File: src/rtl/sqd_pkg.sv
`default_nettype none

package sqd_pkg;

  localparam int QIDX_W = 3;
  localparam int QCNT_W = 3;
  localparam int TIME_W = 32;
  localparam int PEOPLE_W = 16;
  localparam int WAIT_W = 64;
  localparam int ARR_W = 32;
  localparam int PROD_W = PEOPLE_W + TIME_W;
  localparam int APB_DW = 32;
  localparam int APB_AW = 3;

  typedef enum logic [1:0] {
    OP_ARRIVAL = 2'd0,
    OP_START   = 2'd1,
    OP_END     = 2'd2,
    OP_NONE    = 2'd3
  } opcode_t;

  // Register index as decoded from paddr[2].
  localparam logic REG_QUEUE_COUNT = 1'b0;
  localparam logic REG_RESERVED    = 1'b1;

  localparam logic [QCNT_W-1:0] QUEUE_COUNT_RESET = 3'd5;

  typedef struct packed {
    logic              found;
    logic [QIDX_W-1:0] best;
  } pick_t;

endpackage

`default_nettype wire

File: src/rtl/sqd_pick.sv
`default_nettype none

module sqd_pick #(
  parameter int NUM_QUEUES = 5,
  parameter int LEN_W = 5
) (
  input  wire logic [sqd_pkg::QCNT_W-1:0]        queue_count,
  input  wire logic                              reserved,
  input  wire logic                              flagged,
  input  wire logic [NUM_QUEUES-1:0]             full,
  input  wire logic [NUM_QUEUES-1:0][LEN_W-1:0]  lens,
  output sqd_pkg::pick_t                         pick
);
  import sqd_pkg::*;

  localparam int IW = (NUM_QUEUES > 1) ? $clog2(NUM_QUEUES) : 1;
  localparam int LVL = $clog2(NUM_QUEUES);
  localparam int P = 1 << LVL;
  localparam int NODES = 2 * P - 1;

  typedef struct packed {
    logic             ok;
    logic [LEN_W-1:0] len;
    logic [IW-1:0]    idx;
  } node_t;

  node_t node [NODES];

  // Leaves: a queue competes when it is in use, not full, and of the right class.
  for (genvar i = 0; i < P; i++) begin : g_leaf
    if (i < NUM_QUEUES) begin : g_real
      logic elig;
      assign elig = (32'(queue_count) > i) &&
                    ((reserved && flagged) ? (i == 0) : (!reserved || (i != 0)));
      assign node[P-1+i] = '{ok: elig & ~full[i], len: lens[i], idx: IW'(i)};
    end else begin : g_pad
      assign node[P-1+i] = '{ok: 1'b0, len: '0, idx: '0};
    end
  end

  // The left child holds lower indices, so it wins ties.
  for (genvar k = 0; k < P - 1; k++) begin : g_node
    assign node[k] = (node[2*k+1].ok && (!node[2*k+2].ok || node[2*k+1].len <= node[2*k+2].len))
                     ? node[2*k+1] : node[2*k+2];
  end

  assign pick.found = node[0].ok;
  assign pick.best = QIDX_W'(node[0].idx);

endmodule

`default_nettype wire

File: config.mk
export PLATFORM = sky130hd
export DESIGN_NAME = sqd_pick
export DESIGN_NICKNAME = d
export VERILOG_FILES = /design/src/rtl/sqd_pkg.sv /design/src/rtl/sqd_pick.sv
export SDC_FILE = /design/constraint.sdc
export NUM_CORES = 1
export LEC_CHECK = 0
export ABC_AREA = 1
export BUFFER_PORTS_ARGS = -buffer_cell sky130_fd_sc_hd__buf_2
export CAP_MARGIN = 20
export CELL_PAD_IN_SITES_DETAIL_PLACEMENT = 0
export CELL_PAD_IN_SITES_GLOBAL_PLACEMENT = 1
export CORE_UTILIZATION = 31
export DETAILED_ROUTE_END_ITERATION = 16
export PLACE_DENSITY = 0.86
export SYNTH_ARGS = -nofsm -noshare
export SYNTH_HDL_FRONTEND = slang
export SYNTH_SLANG_ARGS = --single-unit
export TNS_END_PERCENT = 100
File: constraint.sdc
create_clock -name vclk -period 3.5
set_input_delay 0.35 -clock vclk [all_inputs]
set_output_delay 0.35 -clock vclk [all_outputs]
set_load 0.02 [all_outputs]
Word-level counts from Yosys, hierarchy flattened
Cells that the tools add are included.

operators by class
  muxes and demuxes = 8
  reductions and logical operators = 19
  bitwise logic cells = 10
  magnitude comparators = 9

operators with widths
  operator              number
  $mux W9               6
  $le A5 B5 Y1          4
  $logic_and A1 B1 Y1   10
  $gt A3 B1 Y1 const B  2
  $gt A3 B2 Y1 const B  2
  $and A1 B1 Y1         5
  $logic_not A1 Y1      5
  $not A1 Y1            5
  $logic_or A1 B1 Y1    4
  $gt A3 B3 Y1 const B  1
  $mux W1               2

storage, ports and cells
  logic and storage cells = 46
  flip-flop bits (word level) = 0

Depth between registers and ports, before layout
Gate-level depths: netlist of run 1.

  depth after elaboration = 16
  gate-level depth with buffers = 29

Least setup slack after synthesis of run 1
No wires, ideal clock.

  path kind = input to output
  from = input lens[9] (netlist name)
  to = output pick[2] (netlist name)
  data required time = 3.150 ns
  data arrival time = 3.315 ns
  setup slack = -0.165 ns
  stages = 25
  path through = inv_1 > ha_1 > nand2_1 > nor2_1 > nand2_1 > nand3_1 > nand2_4 > nand2_4 > nand2_1 > and2_1 > ha_1 > nand2_1 > nor3_1 > nor2_1 > nor2_1 > nor2_4 > nand3_1 > nand2_1 > ha_1 > nand2_1 > nor2_1 > nand2_1 > o211ai_1 > nand2_1 > a21oi_1

RTL lines
  item         line            source
  from (decl)  sqd_pick.sv:11  input wire logic [NUM_QUEUES-1:0][LEN_W-1:0] lens,
  to (decl)    sqd_pick.sv:12  output sqd_pkg::pick_t pick

==> metrics, run 1 <==
sequential share of the synthesized area=0%; post-route ant nets=0; most frequent cell after synthesis=nand2_1; area of the multi-input gates=0.00132 mm²; fin. max-slew vios=0; Slew HR=78.2%; Setup-failing EPs final=3; die area=0.00355 mm²; endpoint class of the critical path=output port; Crit path largest cell delay=0.27 ns; Post-Syn Instances=181; ANT cells=0; worst slew pin tran=0.325 ns; Startpoint Class=primary input; fin util=67.7%; Synth area leaders=ha_1 (24%), nand2_1 (22%), inv_1 (10%); Placer Congestion=0.768; Fill cells=293; Distinct cells, synth=18; Yosys warnings=0; CORE AREA=0.00310 mm²; period utilization=111%; hold crit path type=primary input to output port; Max Freq=258 MHz; PD cells=195 mW/mm²; row count=20; violated checks=setup timing; first-pass iteration count of the detailed router=4; final hold violation count=0; grt total ovfl=0; P_leak=1.08 nW; CP Class=primary input to output port; drt wl/cell=11.2 µm; worst slack at placement=-0.478 ns; most frequent cells after synthesis=nand2_1 (60), inv_1 (28), ha_1 (20), nand3_1 (18), nor2_1 (11); CP Max Fanout=6; max_cap viols=0; drt drc=0; Final Critical Period=3.88 ns; syn_nets=236; status=finished with violations; global-route wire length before repair=5150 µm; FF/Latch Area=0 µm²; num ports=39; Worst EP required=3.15 ns; Slowest cell on crit path=ha_4; Synth Area per Inst=5.68 µm²; Post-Route WL=3450 µm; cell area after synthesis=0.00103 mm²; largest net degree at the start of global routing=8; Layout Nets=320; Min Hold Slack=1.23 ns; crit path DAT=3.53 ns; initial core utilization=33.1%; Inst Count DP=295; DR vias=1404; Max VDD drop=0.0000709 V; Die Y=59.6 µm; vias in the first global route=1326; Die X=59.6 µm; initial DRC count=31; hold_buf cts=0; RSZ-0062 raised after global routing=true; Layout clock buffers=0; Via density=4.57; layout cells sized above 1=63.1%; cell taking the most area after synthesis=ha_1; final setup TNS=-1.10 ns; Final HPWL DP=2280 µm; GRT Total Usage=18.5%; sequential cell count=0; final worst setup slack=-0.382 ns; Final Non-Filler Cells=307; Synth top area share=24.3%; PortBufs=39; initial antenna violation count=0; Layout area overhead=104%
## final timing paths
| path | start | end | slack [ns] | cells past startpoint |
|---|---|---|---|---|
| setup / recovery | lens[7] | pick[1] | -0.38 | 30 |
| hold / removal | full[4] | pick[2] | 1.23 | 5 |
## per-stage QoR
stage,power [mW],area (µm²)
after floorplan,0.168,1140
after global placement,0.259,1630
after detailed placement,0.262,1630
after CTS,0.339,1920
after global routing,0.445,2100
final,0.408,2100
## worst max-delay path, delay by kind of cell
| family | cells | cell delay (ns) |
|---|---|---|
| and+or+nand+nor | 21 | 2.05 |
| adders and majority gates | 3 | 0.73 |
| AOI/OAI and AO/OA | 1 | 0.09 |
| buffers and inverters | 5 | 0.33 |
## placed cells by master (no fill, tap or decap)
cell,instances
ha_4,13
nand2_4,12
and2_1,2
buf_6,9
o21ai_1,1
inv_4,4
buf_2,29
nor2_2,2
inv_1,21
nor2_4,11
and2_4,3
nor3_2,1
nand3_1,12
nor2_1,4
buf_8,1
nand2_1,36
nand3_2,6
inv_2,6
inv_12,1
nand3b_1,9
o21ai_4,1
o211ai_1,1
a21oi_2,4
ha_1,7
nand2_2,17
a21oi_1,4
nand2_8,2
a21oi_4,1
buf_4,43
## final cells by class
cell class         count  share of cell area (%)
multi-input cells    149                    62.8
inverters             32                    6.79
well taps             44                    2.62
repair buffers        82                    27.8
## routing by layer
metal	routed length (µm)	global-route usage [%]	part of all wire (%)	vias to the layer above
met1	1540	23.1	45	638
met3	61	0	1.8	0
met5	0	0	0	-
met4	0	0	0	0
li1	-	-	-	741
met2	1850	37.1	54	25
## logic make-up after synthesis
logic type / synth area share [%]
simple gates: 56.6
buf+inv: 11.9
fa+ha+maj: 24.3
compound gates: 7.18
## where the power goes
part	internal (mW)	leakage (nW)	switching (mW)
Combinational	0.200	1.08	0.208
Sequential	0	0	0
Clock	0	0	0
Total	0.200	1.08	0.208
## timing repair
action / CTS / global route
pin swaps: 44 / 30
endpoints found under the setup margin: 3 / 3
setup buffers: 7 / 5
gates resized for setup: 56 / 27
No activity file was read; power rests on OpenSTA's default activity.
==> run 2: changes to the inputs <==
ABC_AREA = default   (was 1)
SETUP_SLACK_MARGIN = 0.15   (was default)
==> run 2 against run 1 <==
Against the previous run:
- the run still ends with setup timing left
- flip-flop and latch count is the same
- utilization grew 6.8 points
- first-iteration DRC count decreased by 65%
- combinational power decreased by 16%
- count of clock-buffer cells in the layout did not move
- worst setup slack got worse by 1.1 ns
- synthesized area decreased by 19%
- final area down 11%
- die area down 19%
- hold slack got worse by 0.0066 ns
- maximum frequency decreased by 22%
- highest routed layer is now met4
- wire length down 6.2%
==> metrics, run 2 <==
cell taking the most area after synthesis=ha_1; most frequent cell after synthesis=ha_1; global-route wire length before repair=4350 µm; Startpoint Class=primary input; layout cells sized above 1=70.6%; CP dominant cell by count=buf_6; worst path cell trace=buf_6, inv_2, ha_4, nand4_1, o221a_2, o41a_1, mux2i_2, ha_4, a21oi_4, nor2b_4, o311a_4, nor2_4, buf_6, mux2i_1, ha_1, o21a_1, o211ai_1, a21oi_2, buf_4, nor3_4, buf_6; metal2 WL=1800 µm; DR vias=1130; final worst setup slack=-1.45 ns; largest net degree at the start of global routing=9; Layout Nets=251; Worst EP required=3.15 ns; top cell family by delay on the critical path=compound AO/OA/AOI/OAI gates; CP bufs+invs=5; most frequent cells in the layout=buf_4 (46), buf_2 (24), buf_6 (14); Via density=5.04; Comb pwr share=100.0%; Slowest cell on crit path=o41a_1; initial core utilization=33.2%; initial DRC count=11; Distinct cells, synth=31; post-route ant nets=0; fin. max-slew vios=0; Layout clock buffers=0; sequential cell count=0; status=finished with violations; endpoint class of the critical path=output port; post-place instance area=0.00141 mm²; worst slew pin tran=0.448 ns; sequential share of the synthesized area=0%; cell area after synthesis=831 µm²; Net Sw Frac=43.1%; CP Class=primary input to output port; row count=18; top sig layer=met4; most frequent cells after synthesis=ha_1 (20), inv_1 (19), mux2i_1 (14), nor3_1 (7), nand2_1 (6); drt drc=0; Post-Syn Instances=109; RSZ-0062 raised after global routing=true; Final HPWL DP=2110 µm; P_leak=0.874 nW; Net Switching=148 µW; final hold violation count=0; PD cells=184 mW/mm²; Clock Power Share=0%; num ports=39; Setup-failing EPs final=3; Reg power frac=0%; vias in the first global route=1079; ANT cells=0; period utilization=141%; Synth Area per Inst=7.62 µm²; grt total ovfl=0; GRT Total Usage=20.2%; Post-Route WL=3240 µm; Yosys warnings=0; Placer Congestion=0.796; Final Instance Area=0.00186 mm²; Max VDD drop=0.000136 V; Max Freq=202 MHz; crit path DAT=4.60 ns; Crit path largest cell delay=0.57 ns; Layout area overhead=124%; violated checks=setup timing; met3 wire len=78 µm; Inst Count DP=209; FF/Latch Area=0 µm²; Final Non-Filler Cells=224; first-pass iteration count of the detailed router=4; hold crit path type=primary input to output port; Slew HR=70.0%; CORE AREA=0.00250 mm²; Die X=53.8 µm; initial antenna violation count=0; commonest non-fill, non-tap cell in the layout=buf_4; internal power=195 µW; drt wl/cell=14.4 µm; DRT met1 WL=1220 µm; Final Critical Period=4.95 ns; Die Y=53.8 µm; syn_nets=164; Synth area leaders=ha_1 (30%), mux2i_1 (17%), inv_1 (8.6%); max_cap viols=0; CP Max Fanout=6; Synth top area share=30.1%; PortBufs=39; die area=0.00289 mm²
## run 2: metal layers
metal  GRT usage, %  vias up
li1               -      567
met4           2.19        0
met5              0        -
met3          0.847       10
met1           23.0      526
met2           41.2       27
## run 2: cells by family (layout without fill, tap and decap cells)
kind of cell	count (synthesis)	after routing	synth area share, %
buf+inv	20	105	9.19
mux	15	15	18.7
fa+ha+maj	20	20	30.1
simple gates	32	32	20.2
compound gates	22	22	21.8
## run 2: final timing paths
check	from	end	slack [ns]	depth (start not counted)
setup / recovery	lens[16]	pick[1]	-1.45	21
hold / removal	full[4]	pick[2]	1.22	5
## run 2: final cells by class
type                            instances  area (µm²)
Fill cell                             182         639
Inverter                               19        93.8
Multi-Input combinational cell         89        1080
Tap cell                               30        37.5
Timing Repair Buffer                   86         653
## run 2: per-stage QoR
stage	utilization (%)	TNS, ns	setup slack (ns)	power [mW]	hold slack (ns)
2_1_floorplan	-	-2.78	-0.983	0.132	0.944
3_3_place_gp	56.3	-3.95	-1.35	0.221	1.24
3_5_place_dp	56.3	-4.43	-1.51	0.228	1.23
4_1_cts	65.5	-3.92	-1.35	0.286	1.22
5_1_grt	74.4	-4.76	-1.61	0.368	1.24
6_report	74.4	-4.24	-1.45	0.343	1.22
## run 2: power by group through the flow
stage | clock network, mW | logic, mW | registers (mW)
after floorplan | 0 | 0.132 | 0
after global placement | 0 | 0.221 | 0
after detailed placement | 0 | 0.228 | 0
after CTS | 0 | 0.286 | 0
after global routing | 0 | 0.368 | 0
final | 0 | 0.343 | 0
## run 2: repair_timing
item                       in CTS  in global routing
setup endpoints to repair       3                  3
hold buffers                    0                  0
setup buffers                  10                  5
pin swaps                      14                 20
cloned                          0                  0
gates resized for setup        34                 37
